## src/hdl/ssrp_pkg.sv

```systemverilog
`default_nettype none
// ----------------------------------------------------------------------------
// ssrp_pkg
// Shared constants, codes and controller/datapath types of the skyline packer.
// ----------------------------------------------------------------------------
package ssrp_pkg;

    localparam int MAX_RECTS = 64;
    localparam int SIZE_BITS = 12;
    localparam int IDX_W     = $clog2(MAX_RECTS);
    localparam int CNT_W     = IDX_W + 1;
    localparam int SKY_AW    = IDX_W + 1;
    localparam int LEN_W     = SKY_AW + 1;
    localparam int XW        = 13;
    localparam int YW        = 18;

    localparam logic [1:0] ST_OK       = 2'd0;
    localparam logic [1:0] ST_NARROW   = 2'd1;
    localparam logic [1:0] ST_OVERFLOW = 2'd2;

    localparam logic [XW-1:0] ATLAS_RESET = XW'(512);

    typedef enum logic [4:0] {
        OP_NONE, OP_LOAD, OP_ENTRY, OP_RK_RD, OP_RK_LD, OP_RK_SWEEP, OP_RK_WR,
        OP_PK_INIT, OP_PK_RD_ORD, OP_PK_RD_SIZE, OP_PK_GET, OP_PK_CHECK,
        OP_PK_Y0, OP_PK_Y0D, OP_PK_CMP_RD, OP_PK_CMP, OP_PK_YN, OP_PK_PLACE,
        OP_PK_PLACE2, OP_OUT_RD, OP_OUT_EMIT, OP_FAIL1, OP_FAIL2
    } t_op;

    typedef struct packed {
        logic fail2;
        logic j_end;
        logic cmpv;
        logic i_last;
        logic fit_fail;
        logic wide_fail;
        logic bound_ok;
        logic cmp_hit;
    } t_sts;

endpackage
`default_nettype wire

```

## src/hdl/ssrp_ctrl.sv

```systemverilog
`default_nettype none
// ----------------------------------------------------------------------------
// ssrp_ctrl
// Sequencer for loading, rank sort, skyline placement and result output.
// ----------------------------------------------------------------------------
module ssrp_ctrl import ssrp_pkg::*; (
    input  wire logic i_clk,
    input  wire logic i_rst_n,
    input  wire logic start,
    input  wire logic i_last_rect,
    input  wire t_sts i_sts,
    output t_op       o_op,
    output logic      busy
);

    typedef enum logic [21:0] {
        S_IDLE       = 22'h000001,
        S_ENTRY      = 22'h000002,
        S_RK_RD      = 22'h000004,
        S_RK_LD      = 22'h000008,
        S_RK_SWEEP   = 22'h000010,
        S_RK_WR      = 22'h000020,
        S_PK_INIT    = 22'h000040,
        S_PK_RD_ORD  = 22'h000080,
        S_PK_RD_SIZE = 22'h000100,
        S_PK_GET     = 22'h000200,
        S_PK_CHECK   = 22'h000400,
        S_PK_Y0      = 22'h000800,
        S_PK_Y0D     = 22'h001000,
        S_PK_CMP_RD  = 22'h002000,
        S_PK_CMP     = 22'h004000,
        S_PK_YN      = 22'h008000,
        S_PK_PLACE   = 22'h010000,
        S_PK_PLACE2  = 22'h020000,
        S_OUT_RD     = 22'h040000,
        S_OUT_EMIT   = 22'h080000,
        S_FAIL1      = 22'h100000,
        S_FAIL2      = 22'h200000
    } t_state;

    t_state r_state, n_state;

    always_ff @(posedge i_clk) begin
        if (!i_rst_n) begin
            r_state <= S_IDLE;
        end else begin
            r_state <= n_state;
        end
    end

    assign busy = (r_state != S_IDLE);

    always_comb begin
        n_state = r_state;
        o_op    = OP_NONE;
        case (r_state)
            S_IDLE: begin
                if (start) begin
                    o_op = OP_LOAD;
                    if (i_last_rect) n_state = S_ENTRY;
                end
            end
            S_ENTRY: begin
                o_op    = OP_ENTRY;
                n_state = i_sts.fail2 ? S_FAIL2 : S_RK_RD;
            end
            S_RK_RD: begin
                o_op    = OP_RK_RD;
                n_state = S_RK_LD;
            end
            S_RK_LD: begin
                o_op    = OP_RK_LD;
                n_state = S_RK_SWEEP;
            end
            S_RK_SWEEP: begin
                o_op = OP_RK_SWEEP;
                if (i_sts.j_end && !i_sts.cmpv) n_state = S_RK_WR;
            end
            S_RK_WR: begin
                o_op    = OP_RK_WR;
                n_state = i_sts.i_last ? S_PK_INIT : S_RK_RD;
            end
            S_PK_INIT: begin
                o_op    = OP_PK_INIT;
                n_state = S_PK_RD_ORD;
            end
            S_PK_RD_ORD: begin
                o_op    = OP_PK_RD_ORD;
                n_state = S_PK_RD_SIZE;
            end
            S_PK_RD_SIZE: begin
                o_op    = OP_PK_RD_SIZE;
                n_state = S_PK_GET;
            end
            S_PK_GET: begin
                o_op    = OP_PK_GET;
                n_state = S_PK_CHECK;
            end
            S_PK_CHECK: begin
                o_op    = OP_PK_CHECK;
                n_state = (i_sts.fit_fail && i_sts.wide_fail) ? S_FAIL1 : S_PK_Y0;
            end
            S_PK_Y0: begin
                o_op    = OP_PK_Y0;
                n_state = S_PK_Y0D;
            end
            S_PK_Y0D: begin
                o_op    = OP_PK_Y0D;
                n_state = S_PK_CMP_RD;
            end
            S_PK_CMP_RD: begin
                o_op    = OP_PK_CMP_RD;
                n_state = i_sts.bound_ok ? S_PK_CMP : S_PK_PLACE;
            end
            S_PK_CMP: begin
                o_op    = OP_PK_CMP;
                n_state = i_sts.cmp_hit ? S_PK_YN : S_PK_PLACE;
            end
            S_PK_YN: begin
                o_op    = OP_PK_YN;
                n_state = S_PK_CMP_RD;
            end
            S_PK_PLACE: begin
                o_op    = OP_PK_PLACE;
                n_state = S_PK_PLACE2;
            end
            S_PK_PLACE2: begin
                o_op    = OP_PK_PLACE2;
                n_state = i_sts.i_last ? S_OUT_RD : S_PK_RD_ORD;
            end
            S_OUT_RD: begin
                o_op    = OP_OUT_RD;
                n_state = S_OUT_EMIT;
            end
            S_OUT_EMIT: begin
                o_op    = OP_OUT_EMIT;
                n_state = i_sts.i_last ? S_IDLE : S_OUT_RD;
            end
            S_FAIL1: begin
                o_op    = OP_FAIL1;
                n_state = S_IDLE;
            end
            S_FAIL2: begin
                o_op    = OP_FAIL2;
                n_state = S_IDLE;
            end
            default: begin
                n_state = S_IDLE;
            end
        endcase
    end

endmodule
`default_nettype wire

```

## config.mk

```make
export PLATFORM = sky130hd
export DESIGN_NAME = ssrp_ctrl
export DESIGN_NICKNAME = d
export VERILOG_FILES = /design/src/hdl/ssrp_pkg.sv /design/src/hdl/ssrp_ctrl.sv
export SDC_FILE = /design/constraint.sdc
export NUM_CORES = 1
export LEC_CHECK = 0
export ABC_AREA = 1
export BUFFER_PORTS_ARGS = -buffer_cell sky130_fd_sc_hd__buf_4
export CAP_MARGIN = 20
export CORE_UTILIZATION = 55
export CTS_BUF_LIST = sky130_fd_sc_hd__clkbuf_8 sky130_fd_sc_hd__clkbuf_16
export DETAILED_ROUTE_END_ITERATION = 12
export GPL_ROUTABILITY_DRIVEN = 1
export PLACE_DENSITY = 0.79
export SLEW_MARGIN = 10
export SYNTH_ARGS = -nofsm -noshare
export SYNTH_HDL_FRONTEND = slang
export SYNTH_SLANG_ARGS = --single-unit
```

## constraint.sdc

```tcl
create_clock -name i_clk -period 2 [get_ports i_clk]
set_input_delay 0.1 -clock i_clk [delete_from_list [all_inputs] [get_ports i_clk]]
set_output_delay 0.1 -clock i_clk [all_outputs]
set_load 0.005 [all_outputs]
```

==> impl_metrics.tcl <==
set metrics [dict create \
    status "finished, final reports clean" \
    place_congestion 0.922 \
    synth_cell_type_count 31 \
    cts_tree "built" \
    dp.cells 281 \
    muxShareOfSynthArea_pct 0 \
    endpoint_kind "primary output" \
    p_comb_share_pct 40.3 \
    p_sw_share_pct 36.1 \
    slowest_delay_ns 0.32 \
    finalWirelength_mm 3.43 \
    clock_sinks 22 \
    arrival_ns 1.80 \
    yosys.area.top_type "dfxtp_1" \
    intPower_mw 0.968 \
    synth_seq_cells 22 \
    critPathSlowestCell "dfxtp_1" \
    slew_violations 0 \
    grt_start_max_net_pins 14 \
    grt_usage_pct 25.8 \
    core_area_sq_um 2520 \
    grt_pass1_wl_mm 5.45 \
    mostFrequentLayoutCell "nand2_1" \
    area_growth_pct 18.4 \
    layout_common_cells "nand2_1, nor2_1, inv_1, nand3_1" \
    r2r_slack_ns 0.33 \
    cts_buffers 3 \
    crit_cells 11 \
    syn-num-nets 249 \
    worstPathRequired_ns 1.90 \
    drive_gt1_share_pct 24.7 \
    ys_async_sr_fraction_pct 0 \
    place_hpwl_mm 2.63 \
    synth_compound_area_share_pct 5.16 \
    regMostFlops "r_state" \
    critPathTopFamily "simple AND/OR/NAND/NOR gates" \
    cts_htree_levels 1 \
    avgSynthCellArea_sq_um 6.34 \
    initial_core_util_pct 59.6 \
    avgViaCountPerCell 5.21 \
    synth.area.top_cells "dfxtp_1, nand2_1, nor2_1, nand3_1, inv_1" \
    antenna_found_initial 0 \
    via_count 1507 \
    io_buffer_count 17 \
    final.period_utilization_pct 95.1 \
    initialDrtViolationCount 33 \
    path_cells "nor2_2 > nand2_2 > nor2_4 > buf_4 > nand2_2 > nor2_4 > inv_2 > nand2_1 > nor2_1 > nand4_1 > buf_4" \
    rows 18 \
    diodes 0 \
    worst_r2r_path_depth 12 \
    cp_num_buf_inv 3 \
    grt_pass1_vias 1306 \
    path_max_fanout 5 \
    skew_ns 0.00355 \
    pre_cts_ws_ns 0.222 \
    maxCapViolCount 0 \
    synth_xor_xnor_area_share_pct 0 \
    seqCellArea_sq_um 440 \
    synth_area_sq_um 1500 \
    slew_headroom_pct 68.9 \
    fillers 215 \
    peakVddDrop_v 0.000938 \
    reg2reg_to "r_state[9]" \
    setup_viol 0 \
    route.detailed.drc 0 \
    fmax_ghz 0.526 \
    cts_max_path_buffers 2 \
    crit_end "o_op[0]" \
    multi_input_comb_area_sq_um 897 \
    ys_warn_count 0 \
    clkLatencyLatePin_ns 0.27 \
    die_area_sq_um 2950 \
    tightestPinTransition_ns 0.466 \
    die-width_um 54.3 \
    p_total_mw 1.52 \
    reg_top3 "r_state (22)" \
    timing.final.ws_setup_ns 0.0988 \
    p_clk_share_pct 27.5 \
    ios 18 \
    post-route-min-period_ns 1.90 \
    pwr-share-seq_pct 32.2 \
    dr.pass1.iters 4 \
    cts_root_buf "clkbuf_8" \
    final_nets 272 \
    synth-simple-area-share_pct 52.4 \
    netSwitchingPower_mw 0.548 \
    utilization_pct 70.5 \
    synth_edf_count 0 \
    leakagePower_nw 0.972 \
    powerDensity_nw_per_um2 852 \
    grt-ovfl-total 0 \
    min_path_cells 2 \
    drtAntennaViolNets 0 \
    hold_viol 0 \
    min-delay-path-class "in2reg" \
    ys.flop_type "dfxtp_1" \
    synth_adder_area_share_pct 0 \
    holdBufCountCts 0 \
    largest_register_ffs 22 \
    synth_cells 237 \
    cp-start-kind "flip-flop" \
    startpoint "r_state[1]" \
    path_clk_slew_ns 0.08 \
    fin_cells 289 \
    timing.rr.start "r_state[20]" \
    synth_top_family_by_area "simple AND/OR/NAND/NOR gates" \
    crit_type "reg2out" \
    synth_top_area_share_pct 29.3 \
    ys_seq_area_share_pct 29.3 \
    wl_per_cell_um 11.9 \
    die_h_um 54.3 \
]
==> synth_stat cells (3+ instances only) <==
cell type / count
nor3_1: 10
nor2_1: 41
nor2_2: 7
nand3_1: 27
inv_2: 4
dfxtp_1: 22
nand2_1: 43
inv_1: 35
nand2_2: 6
nand3b_1: 5
nand2_4: 4
a21oi_1: 3
nand4_1: 4
==> kinds of logic after synthesis <==
logic type	count (synthesis)
flops	22
buf+inv	46
simple gates	157
compound gates	12
==> final cells by class <==
class,instances,area share (%)
sequential,22,24.8
multi-input combinational,169,50.4
timing repair buffer,22,9.28
inverter,42,9.42
clock inverter,1,1.69
tap,30,2.11
clock buffer,3,2.32
==> routing by layer <==
layer  GRT usage [%]  vias up  share of wire (%)
li1                -      791                  -
met2            43.5       38                 47
met5               0        -                  0
met3            5.00        9                4.2
met1            31.9      669                 47
met4            10.3        0                1.9
==> power by group through the flow <==
stage / registers, mW / clock network [mW] / logic (mW)
2_1_floorplan: 0.494 / 0 / 0.427
3_3_place_gp: 0.497 / 0 / 0.569
3_5_place_dp: 0.497 / 0 / 0.571
4_1_cts: 0.487 / 0.422 / 0.579
5_1_grt: 0.490 / 0.440 / 0.669
6_report: 0.488 / 0.417 / 0.611
==> what timing repair did <==
action | 4_1_cts | 5_1_grt
resized for setup | 1 | 8
pin swaps | 0 | 3
setup buffers | 0 | 4
cloned | 0 | 0
endpoints found under the setup margin | 4 | 5
==> metrics by stage <==
stage	area [sq um]	setup TNS [ns]	hold slack, ns
after floorplan	1500	0	0.184
after global placement	1650	0	0.296
after detailed placement	1650	0	0.295
after CTS	1720	0	0.0130
after global routing	1780	-0.0151	0.0125
final	1780	0	0.0119
==> worst min-delay path by stage <==
stage                   from          end  slack, ns
floorplan           i_sts[2]  r_state[11]       0.18
global placement    i_sts[2]  r_state[11]       0.30
detailed placement  i_sts[2]  r_state[11]       0.29
CTS                 i_sts[2]  r_state[11]       0.01
global route        i_sts[2]  r_state[11]       0.01
finish              i_sts[2]  r_state[11]       0.01
No activity file was read; power rests on OpenSTA's default activity.
